### src/rtl/core/hcim_pkg.sv
`timescale 1ns / 1ps
// ----------------------------------------------------------------------------
// hcim_pkg
// Payload types and field widths shared by the Hilbert curve index mapper.
// ----------------------------------------------------------------------------
package hcim_pkg;

    localparam int ORDER_W = 4;
    localparam int COORD_W = 8;
    localparam int INDEX_W = 16;

    typedef enum logic
    {
        OP_TO_POINT = 1'b0,
        OP_TO_INDEX = 1'b1
    } op_t;

    typedef struct packed
    {
        op_t                op;
        logic [INDEX_W-1:0] curve_index;
        logic [COORD_W-1:0] x_coord;
        logic [COORD_W-1:0] y_coord;
    } req_t;

    typedef struct packed
    {
        logic [COORD_W-1:0] x_out;
        logic [COORD_W-1:0] y_out;
        logic [INDEX_W-1:0] index_out;
        logic               valid_res;
    } rsp_t;

endpackage

### src/rtl/core/hcim_if.sv
`timescale 1ns / 1ps
// ----------------------------------------------------------------------------
// hcim channel interfaces
// Valid/ready channels for requests, results and the order register write.
// ----------------------------------------------------------------------------
interface hcim_req_if;
    logic          valid;
    logic          ready;
    hcim_pkg::req_t data;

    modport source (output valid, output data, input ready);
    modport sink   (input valid, input data, output ready);
endinterface

interface hcim_rsp_if;
    logic          valid;
    logic          ready;
    hcim_pkg::rsp_t data;

    modport source (output valid, output data, input ready);
    modport sink   (input valid, input data, output ready);
endinterface

interface hcim_cfg_if;
    logic                         valid;
    logic                         ready;
    logic [hcim_pkg::ORDER_W-1:0] data;

    modport source (output valid, output data, input ready);
    modport sink   (input valid, input data, output ready);
endinterface

### src/rtl/core/hilbert_curve_index_mapper.sv
`timescale 1ns / 1ps
// ----------------------------------------------------------------------------
// hilbert_curve_index_mapper
// Maps Hilbert curve positions to grid cells and back, one per cycle unless stalled.
// ----------------------------------------------------------------------------
// Usage:
//   req carries one request per transfer. With op OP_TO_POINT the curve_index
//   is mapped to a cell (x_out, y_out); with OP_TO_INDEX the cell
//   (x_coord, y_coord) is mapped to its curve position index_out. Inputs
//   beyond the grid or the curve length give an all-zero result with
//   valid_res low. rsp delivers exactly one result per request, in order.
//   cfg writes the curve order; values are saturated to 1..MAX_ORDER. It is
//   always ready and should only be written while no request is in flight.
// Timing:
//   A request is held in the input register, and the level-by-level mapping
//   logic loads its result into the result register, from which it is taken.
//   One request is taken every cycle while rsp is not stalled, as the
//   MAX_ORDER quadrant steps run as a single pass between those two registers.
// Reset and stall:
//   Reset empties both stages and sets the order to 8 (or MAX_ORDER if
//   smaller). When rsp is stalled the result holds, the input register fills,
//   and req.ready drops until the result is taken.
// ----------------------------------------------------------------------------
module hilbert_curve_index_mapper #(
    parameter int MAX_ORDER = 8
) (
    input  logic     clk,
    input  logic     rst_n,
    hcim_cfg_if.sink cfg,
    hcim_req_if.sink req,
    hcim_rsp_if.source rsp
);

    localparam int KW        = $clog2(MAX_ORDER + 1);
    localparam int CW        = MAX_ORDER;
    localparam int DW        = 2 * MAX_ORDER;
    localparam int RST_ORDER = (MAX_ORDER < 8) ? MAX_ORDER : 8;

    logic [KW-1:0]  k_reg;
    logic [KW-1:0]  k_next;
    logic           s1_valid_reg;
    hcim_pkg::req_t s1_reg;
    logic           out_valid_reg;
    hcim_pkg::rsp_t out_reg;
    hcim_pkg::rsp_t res_next;
    logic           adv_out;

    assign cfg.ready = 1'b1;
    assign adv_out   = !out_valid_reg || rsp.ready;
    assign req.ready = !s1_valid_reg || adv_out;
    assign rsp.valid = out_valid_reg;
    assign rsp.data  = out_reg;

    always_comb
    begin
        int unsigned v;
        v = int'(cfg.data);
        if (v < 1)
        begin
            k_next = KW'(1);
        end
        else if (v > MAX_ORDER)
        begin
            k_next = KW'(MAX_ORDER);
        end
        else
        begin
            k_next = KW'(v);
        end
    end

    // The mapping walks one quadrant level per step. Levels at or above the
    // current order are skipped.
    always_comb
    begin
        logic [CW-1:0] a;
        logic [CW-1:0] b;
        logic [CW-1:0] t;
        logic [DW-1:0] didx;
        logic [DW-1:0] d;
        logic [1:0]    dig;
        logic          qa;
        logic          qb;
        logic          ok;
        int            kk;

        kk       = int'(k_reg);
        a        = '0;
        b        = '0;
        t        = '0;
        d        = '0;
        dig      = '0;
        qa       = 1'b0;
        qb       = 1'b0;
        ok       = 1'b1;
        didx     = DW'(s1_reg.curve_index);
        res_next = '0;

        if (s1_reg.op == hcim_pkg::OP_TO_POINT)
        begin
            for (int p = 0; p < hcim_pkg::INDEX_W; p++)
            begin
                if (p >= 2 * kk && s1_reg.curve_index[p])
                begin
                    ok = 1'b0;
                end
            end
            for (int i = 0; i < MAX_ORDER; i++)
            begin
                if (i < kk)
                begin
                    dig = didx[2*i +: 2];
                    qa  = dig[1];
                    qb  = dig[0] ^ dig[1];
                    if (!qb)
                    begin
                        // Only the i low bits are filled so far; reflect those.
                        if (qa)
                        begin
                            a = a ^ ({CW{1'b1}} >> (CW - i));
                            b = b ^ ({CW{1'b1}} >> (CW - i));
                        end
                        t = a;
                        a = b;
                        b = t;
                    end
                    a[i] = a[i] | qa;
                    b[i] = b[i] | qb;
                end
            end
            if (ok)
            begin
                res_next.x_out     = hcim_pkg::COORD_W'(b);
                res_next.y_out     = hcim_pkg::COORD_W'(a);
                res_next.valid_res = 1'b1;
            end
        end
        else
        begin
            for (int p = 0; p < hcim_pkg::COORD_W; p++)
            begin
                if (p >= kk && (s1_reg.x_coord[p] || s1_reg.y_coord[p]))
                begin
                    ok = 1'b0;
                end
            end
            a = CW'(s1_reg.y_coord);
            b = CW'(s1_reg.x_coord);
            for (int j = MAX_ORDER - 1; j >= 0; j--)
            begin
                if (j < kk)
                begin
                    qa           = a[j];
                    qb           = b[j];
                    d[2*j +: 2]  = {qa, qa ^ qb};
                    if (!qb)
                    begin
                        // Bits above this level are no longer looked at, so
                        // the whole word may be complemented.
                        if (qa)
                        begin
                            a = ~a;
                            b = ~b;
                        end
                        t = a;
                        a = b;
                        b = t;
                    end
                end
            end
            if (ok)
            begin
                res_next.index_out = hcim_pkg::INDEX_W'(d);
                res_next.valid_res = 1'b1;
            end
        end
    end

    always_ff @(posedge clk or negedge rst_n)
    begin
        if (!rst_n)
        begin
            k_reg         <= KW'(RST_ORDER);
            s1_valid_reg  <= 1'b0;
            out_valid_reg <= 1'b0;
        end
        else
        begin
            if (cfg.valid && cfg.ready)
            begin
                k_reg <= k_next;
            end
            if (req.ready)
            begin
                s1_valid_reg <= req.valid;
            end
            if (adv_out)
            begin
                out_valid_reg <= s1_valid_reg;
            end
        end
    end

    always_ff @(posedge clk)
    begin
        if (req.valid && req.ready)
        begin
            s1_reg <= req.data;
        end
        if (adv_out && s1_valid_reg)
        begin
            out_reg <= res_next;
        end
    end

endmodule

### src/flat_wrapper.sv
// flat-port wrapper written by rule: the top's interface ports become plain ports
module hilbert_curve_index_mapper_flat 
#(
    parameter int MAX_ORDER = 8
)
  (clk, rst_n, cfg_valid, cfg_data, cfg_ready, req_valid, req_data, req_ready, rsp_valid, rsp_data, rsp_ready);
  hcim_cfg_if cfg_i ();
  hcim_req_if req_i ();
  hcim_rsp_if rsp_i ();
  input  logic clk;
  input  logic rst_n;
  input wire logic [$bits(cfg_i.valid)-1:0] cfg_valid;
  input wire logic [$bits(cfg_i.data)-1:0] cfg_data;
  output wire logic [$bits(cfg_i.ready)-1:0] cfg_ready;
  input wire logic [$bits(req_i.valid)-1:0] req_valid;
  input wire logic [$bits(req_i.data)-1:0] req_data;
  output wire logic [$bits(req_i.ready)-1:0] req_ready;
  output wire logic [$bits(rsp_i.valid)-1:0] rsp_valid;
  output wire logic [$bits(rsp_i.data)-1:0] rsp_data;
  input wire logic [$bits(rsp_i.ready)-1:0] rsp_ready;
  assign cfg_i.valid = cfg_valid;
  assign cfg_i.data = cfg_data;
  assign cfg_ready = cfg_i.ready;
  assign req_i.valid = req_valid;
  assign req_i.data = req_data;
  assign req_ready = req_i.ready;
  assign rsp_valid = rsp_i.valid;
  assign rsp_data = rsp_i.data;
  assign rsp_i.ready = rsp_ready;
  hilbert_curve_index_mapper #(.MAX_ORDER(MAX_ORDER)) u_core (.clk(clk), .rst_n(rst_n), .cfg(cfg_i), .req(req_i), .rsp(rsp_i));
endmodule
### config.mk
export PLATFORM = sky130hd
export DESIGN_NAME = hilbert_curve_index_mapper_flat
export DESIGN_NICKNAME = d
export VERILOG_FILES = /design/src/rtl/core/hcim_pkg.sv /design/src/rtl/core/hcim_if.sv /design/src/rtl/core/hilbert_curve_index_mapper.sv /design/src/flat_wrapper.sv
export SDC_FILE = /design/constraint.sdc
export NUM_CORES = 1
export LEC_CHECK = 0
export BUFFER_PORTS_ARGS = -buffer_cell sky130_fd_sc_hd__buf_4
export CAP_MARGIN = 20
export CELL_PAD_IN_SITES_DETAIL_PLACEMENT = 1
export CELL_PAD_IN_SITES_GLOBAL_PLACEMENT = 1
export CORE_MARGIN = 1
export CORE_UTILIZATION = 46
export DETAILED_ROUTE_END_ITERATION = 7
export GPL_TIMING_DRIVEN = 0
export PLACE_DENSITY_LB_ADDON = 0.1
export SYNTH_ARGS = -nofsm -noshare
export SYNTH_HDL_FRONTEND = slang
export SYNTH_SLANG_ARGS = --single-unit
### constraint.sdc
create_clock -name clk -period 6.25 [get_ports clk]
set_clock_uncertainty 0.15 [all_clocks]
set_input_delay 0 -clock clk [delete_from_list [all_inputs] [get_ports clk]]
set_output_delay 0 -clock clk [all_outputs]
set_load 0.01 [all_outputs]
Yosys cells after proc, flatten, opt, wreduce, memory -nomap -nowiden
Index checks and enable logic that the tools add are counted.
Operators by class
  add/subtract/negate cells: 0
  multiply operators: 0
  divide/modulo/power cells: 0
  magnitude comparators: 34
  eq/ne operators: 0
  shift operators: 0
  muxes and demuxes: 175
  bitwise operators: 61
  reduce and logical (&&, ||, !) cells: 47
Operator list (number)
  $mux W8: 74
  $mux W7: 10
  $mux W6: 10
  $mux W5: 10
  $mux W4: 12
  $ge A4 B5 Y1 const A: 8
  $mux W1: 39
  $mux W3: 10
  $not A7 Y7: 4
  $logic_and A1 B1 Y1: 26
  $not A6 Y6: 4
  $reduce_and A3 Y1: 8
  $ge A3 B5 Y1 const A: 4
  $mux W2: 10
  $not A5 Y5: 4
  $ge A3 B4 Y1 const A: 4
  $lt A3 B4 Y1 const A: 4
  $not A4 Y4: 4
  $or A1 B1 Y1: 16
  $xor A1 B1 Y1: 16
  $not A3 Y3: 4
  $ge A1 B5 Y1 const A: 2
  $ge A2 B5 Y1 const A: 2
  $logic_or A1 B1 Y1: 10
  other kinds (10): 22
Storage, ports and cells
  bits in registers: 72
  latch bits: 0
  memory bits (writable): 0
  ROM bits: 0
  input bits: 42
  output and inout bits: 36
  logic and storage cells: 335
  memories kept: 0

Depth between registers and ports, before layout
  depth in word-level cells: 61
  depth in mapped cells: 20
  mapped depth without buffers: 15

Worst setup path after synthesis
No wires, ideal clock.
  path type: register to register
  start: register u_core.k_reg[3]
  end: register u_core.out_reg (netlist bit u_core.rsp.data[2]), data pin
  library setup time: 265 ps
  arrival: 3914 ps
  data required time: 5835 ps
  slack: 1921 ps
  cell stages (with the launch flop): 19
  path buffers: 3
  period minus slack after synthesis: 4329 ps
  path through: dfstp_2 > buf_2 > nand2_1 > or2_1 > clkbuf_1 > a21boi_2 > o22ai_2 > o21a_1 > a21o_4 > xnor2_2 > o211a_1 > nor3_4 > or2_1 > buf_2 > mux2i_4 > or4b_1 > o211ai_1 > xor2_1 > a211oi_1
On the way
  longest elaborated chain between the ends: 33
  elaborated cells between the ends (all ways): 93
  those cells by class: 16 x order compare; 57 x mux; 11 x bitwise; 9 x reduce/logical
Ends and longest elaborated chain
  start, declared: RTL line hilbert_curve_index_mapper.sv:39  | logic [KW-1:0] k_reg;
  start signal, assigned: RTL line hilbert_curve_index_mapper.sv:183  | k_reg <= KW'(RST_ORDER);
  start signal, assigned: RTL line hilbert_curve_index_mapper.sv:191  | k_reg <= k_next;
  $lt A3 B4 Y1: RTL line hilbert_curve_index_mapper.sv:151  | if (j < kk)
  $mux W7: RTL line hilbert_curve_index_mapper.sv:151
  $mux W7: RTL line hilbert_curve_index_mapper.sv:99  | if (s1_reg.op == hcim_pkg::OP_TO_POINT)
  $not A6 Y6: RTL line hilbert_curve_index_mapper.sv:162  | a = ~a;
  $mux W6: RTL line hilbert_curve_index_mapper.sv:160  | if (qa)
  $mux W6: RTL line hilbert_curve_index_mapper.sv:156  | if (!qb)
  $mux W6: RTL line hilbert_curve_index_mapper.sv:151
  $mux W6: RTL line hilbert_curve_index_mapper.sv:99
  (+17 left out)
  $mux W2: RTL line hilbert_curve_index_mapper.sv:156
  $mux W2: RTL line hilbert_curve_index_mapper.sv:151
  $mux W2: RTL line hilbert_curve_index_mapper.sv:99
  $not A1 Y1: RTL line hilbert_curve_index_mapper.sv:163  | b = ~b;
  $mux W1: RTL line hilbert_curve_index_mapper.sv:160
  $mux W1: RTL line hilbert_curve_index_mapper.sv:156
  $mux W1: RTL line hilbert_curve_index_mapper.sv:151
  $mux W1: RTL line hilbert_curve_index_mapper.sv:99
  end signal, assigned: RTL line hilbert_curve_index_mapper.sv:212  | out_reg <= res_next;
  end, declared: RTL line hilbert_curve_index_mapper.sv:44  | hcim_pkg::rsp_t out_reg;
Parallel ways exist; a longest one is shown, timed or not. The select of a mux whose other input is x is not followed.
A chain may end at the register's enable or synchronous reset.

Final worst setup path
Same ends and word-level chain as after synthesis.

==> summary.txt <==
STA
  – Final Hold Vio Count: 0
  – Final setup viols: 0
  – PnR worst setup slack: around 1.0 ns
  – Fmax: 191 MHz
  – RSZ-0062 raised after global routing: no
  – Worst slew margin: 0.319
  – Least-Margin Pin Slew: 1.02 ns
  – Max Slew Vio Count: 0
  – Min cycle time layout: 5.23 ns
  – Ratio of final minimum period to clock period: 0.836
  – Setup TNS: 0 ns

Global routing
  – Largest net degree at the start of global routing: 34
  – Initial antenna violation count: 0
  – First-pass GRT wire length: 40.8 mm
  – Total gr overflow: 0
  – Vias in the first global route: around 7,500
  – GRT Total Usage: 0.330

Clocking
  – H-Tree Depth: 3
  – CTS root buf: clkbuf_16
  – Clock Pin Slew Worst Setup and Hold Paths: roughly 0.070 ns
  – CTS Sinks: just over 70
  – Setup repair bufs after CTS: 0
  – CTS tree: yes
  – Num CTS Buffers: 9
  – Clock Path Buffers: 2
  – Clock latency on the worst-skew pair: around 0.36 ns

Setup path
  – Crit path cell chain: buf_2, nand2_1, or2_1, clkbuf_1, nand2_1, buf_2, o22ai_1, o21a_1, a211oi_2, nor3_1, o31ai_1, nand2_1, xor2_1, mux2i_4, or4b_1, o211ai_1, xor2_1, a211oi_1
  – Worst path depth: 18
  – CP dominant cell by count: nand2_1
  – CP top delay family: simple AND/OR/NAND/NOR gates
  – Worst EP arrival: approximately 5.2 ns
  – Max FO, Critical Path: 10
  – Reg2reg setup slack: 1.02 ns
  – CP Capture Type: register
  – Slowest CP cell: dfstp_2
  – Crit path launch type: register
  – Setup CP Type: reg2reg
  – Slowest stage delay, CP: 0.53 ns
  – Buf+Inv Stages, Crit Path: 3
  – Worst Reg-to-Reg Cells: 18
  – Worst path required time: 6.19 ns

Logic synthesis
  – Synth Flop Type: edfxtp_1
  – Asr flop ratio synth: 0.0833
  – Yosys top cell area share: 0.283
  – Post-Syn Nets: 876
  – Synthesized area: 7010 um^2
  – Most frequent cell after synthesis: nor2_1
  – Post-Syn Instances: 833
  – Post-Synthesis Mean Instance Area: 8.42 um^2
  – Flops & latches, synth: 72
  – Synthesis Warnings: 0
  – Register area share after synthesis: 0.304
  – Post-synth top cells: nor2_1, nand2_1, edfxtp_1, o21ai_0, a21oi_1
  – Yosys top cell by area: edfxtp_1
  – Synth unique cells: 95
  – Synth area leaders: edfxtp_1, xnor2_1, o21ai_0, xor2_1, nor2_1
  – Post-synth EDFFs: 66

Die
  – Die width: ~130 um
  – Starting density of the core: 0.477
  – FP Rows: 44
  – Io pins: 78
  – Die area: around 16,000 um^2
  – Die Span Y: 125 um
  – Core Region: ~15,000 um^2

Placed design
  – Dpl cells: between 1,000 and 1,500
  – Final Wtd Congestion: 0.910
  – Post-DP Area: 7840 um^2
  – Dpl ws: between 1 and 1.5 ns
  – Dpl hpwl: about 17 mm
  – Port Buffer Count: 76

Min path
  – Hold Crit Class: in2reg
  – Hold depth: 5

Cells and area
  – Finished Layout Cells: 1,154
  – Final instance area: between 8000 and 9000 um^2
  – Layout cells sized above 1: 0.169
  – Antenna cells: 0
  – Nets: 1,008
  – Area Overhead vs Synth: 22.3%

Detailed routing
  – Routed vias: 7,228
  – DRC Markers: 8
  – Vias per inst: about 6.3
  – DR WL/cell: around 22 um
  – DRT Wirelength: 25.2 mm
  – Detailed router's first-iteration violation count: 580
  – Post-route ant nets: 0
  – First-pass detailed-route iteration total: 7

Run
  – Max-cap violations: 0

Power
  – Leak Pwr: 3.21 nW
  – Pwr Total: ~2.2 mW
  – VDD IR-drop max: 0.154 mV
  – PD cells: 262 nW/um^2

Run status
  – Failing checks: DRC
  – Outcome: finished with violations
==> worst reg2reg max path, delay by kind of cell, from the launching register on <==
kind | cells | cell delay, ns
xor gates and xnor gates | 2 | 0.41
muxes | 1 | 0.26
DFF | 1 | 0.53
and+or+nand+nor | 6 | 1.47
AOI/OAI and AO/OA | 6 | 1.39
buffers and inverters | 3 | 0.76
==> layout by cell type (no fill, tap or decap), types with 6 or more instances in the layout <==
| master | count |
|---|---|
| a211oi_1 | 14 |
| a21o_1 | 6 |
| a21oi_1 | 52 |
| a22oi_1 | 19 |
| a31oi_1 | 10 |
| and2_1 | 8 |
| and3_1 | 12 |
| buf_2 | 14 |
| buf_4 | 81 |
| clkbuf_1 | 44 |
| clkbuf_16 | 9 |
| dlygate4sd3_1 | 44 |
| edfxtp_1 | 66 |
| inv_1 | 19 |
| mux2i_1 | 20 |
| nand2_1 | 67 |
| nand2b_1 | 14 |
| nand3_1 | 20 |
| nor2_1 | 74 |
| nor2b_1 | 6 |
| nor3_1 | 34 |
| nor3b_1 | 7 |
| o211ai_1 | 20 |
| o21a_1 | 7 |
| o21ai_0 | 57 |
| o22ai_1 | 17 |
| o31ai_1 | 10 |
| or3_1 | 7 |
| xnor2_1 | 36 |
| xor2_1 | 32 |
==> report_power, final <==
part,switching (mW),internal [mW],leakage [nW],total (mW)
Combinational,0.672,0.440,2.34,1.11
Clock,0.234,0.309,0.147,0.544
Sequential,0.0230,0.566,0.721,0.589
==> path summary, 6_finish.rpt <==
path	start	to
min reg2reg	u_core.s1_valid_reg$_DFFE_PN0N_	u_core.rsp.valid$_DFFE_PN0P_
min in group asynchronous	rst_n	u_core.k_reg[3]$_DFFE_PN1P_
max in group asynchronous	rst_n	u_core.s1_valid_reg$_DFFE_PN0N_
min	cfg_data[2]	u_core.k_reg[0]$_DFFE_PN0P_
max reg2reg	u_core.k_reg[3]$_DFFE_PN1P_	u_core.rsp.data[2]$_SDFFCE_PN0P_
max	u_core.k_reg[3]$_DFFE_PN1P_	u_core.rsp.data[2]$_SDFFCE_PN0P_
==> what timing repair did <==
action | 4_1_cts | 5_1_grt
hold buffers | 44 | 0
hold endpoints to repair | 45 | 0
resized for setup | 0 | 0
==> stage by stage <==
step	utilization	hold slack, ns
4_1_cts	0.584	0.0212
2_1_floorplan	-	-0.446
6_report	0.584	0.0448
3_3_place_gp	0.532	-0.341
5_1_grt	0.584	0.0963
3_5_place_dp	0.534	-0.336
==> layout make-up <==
class	instances	area (um^2)
Multi-Input combinational cell	671	4480
Clock buffer	9	225
Inverter	19	71.3
Tap cell	184	230
Timing Repair Buffer	121	1040
Clock inverter	7	70.1
Buffer	71	333
Fill cell	1723	6120
Sequential cell	72	2130
==> routing by layer <==
metal | GRT usage | part of all wire | vias to the layer above | wire (um)
li1 | - | - | 3387 | -
met4 | 0.115 | 0.021 | 0 | 526
met2 | 0.569 | 0.49 | 277 | 12500
met1 | 0.421 | 0.42 | 3521 | 10700
met5 | 0 | 0 | - | 0
met3 | 0.0496 | 0.062 | 43 | 1560
==> cells by family after synthesis <==
family,after synthesis,share of synthesized area
AOI/OAI and AO/OA,286,0.291
other,1,0.000535
muxes,31,0.0551
xor gates and xnor gates,70,0.0895
and+or+nand+nor,281,0.198
adders and majority gates,2,0.00321
DFF,72,0.304
buffers and inverters,90,0.0576
Note: power is estimated with default switching activity, not from simulation.
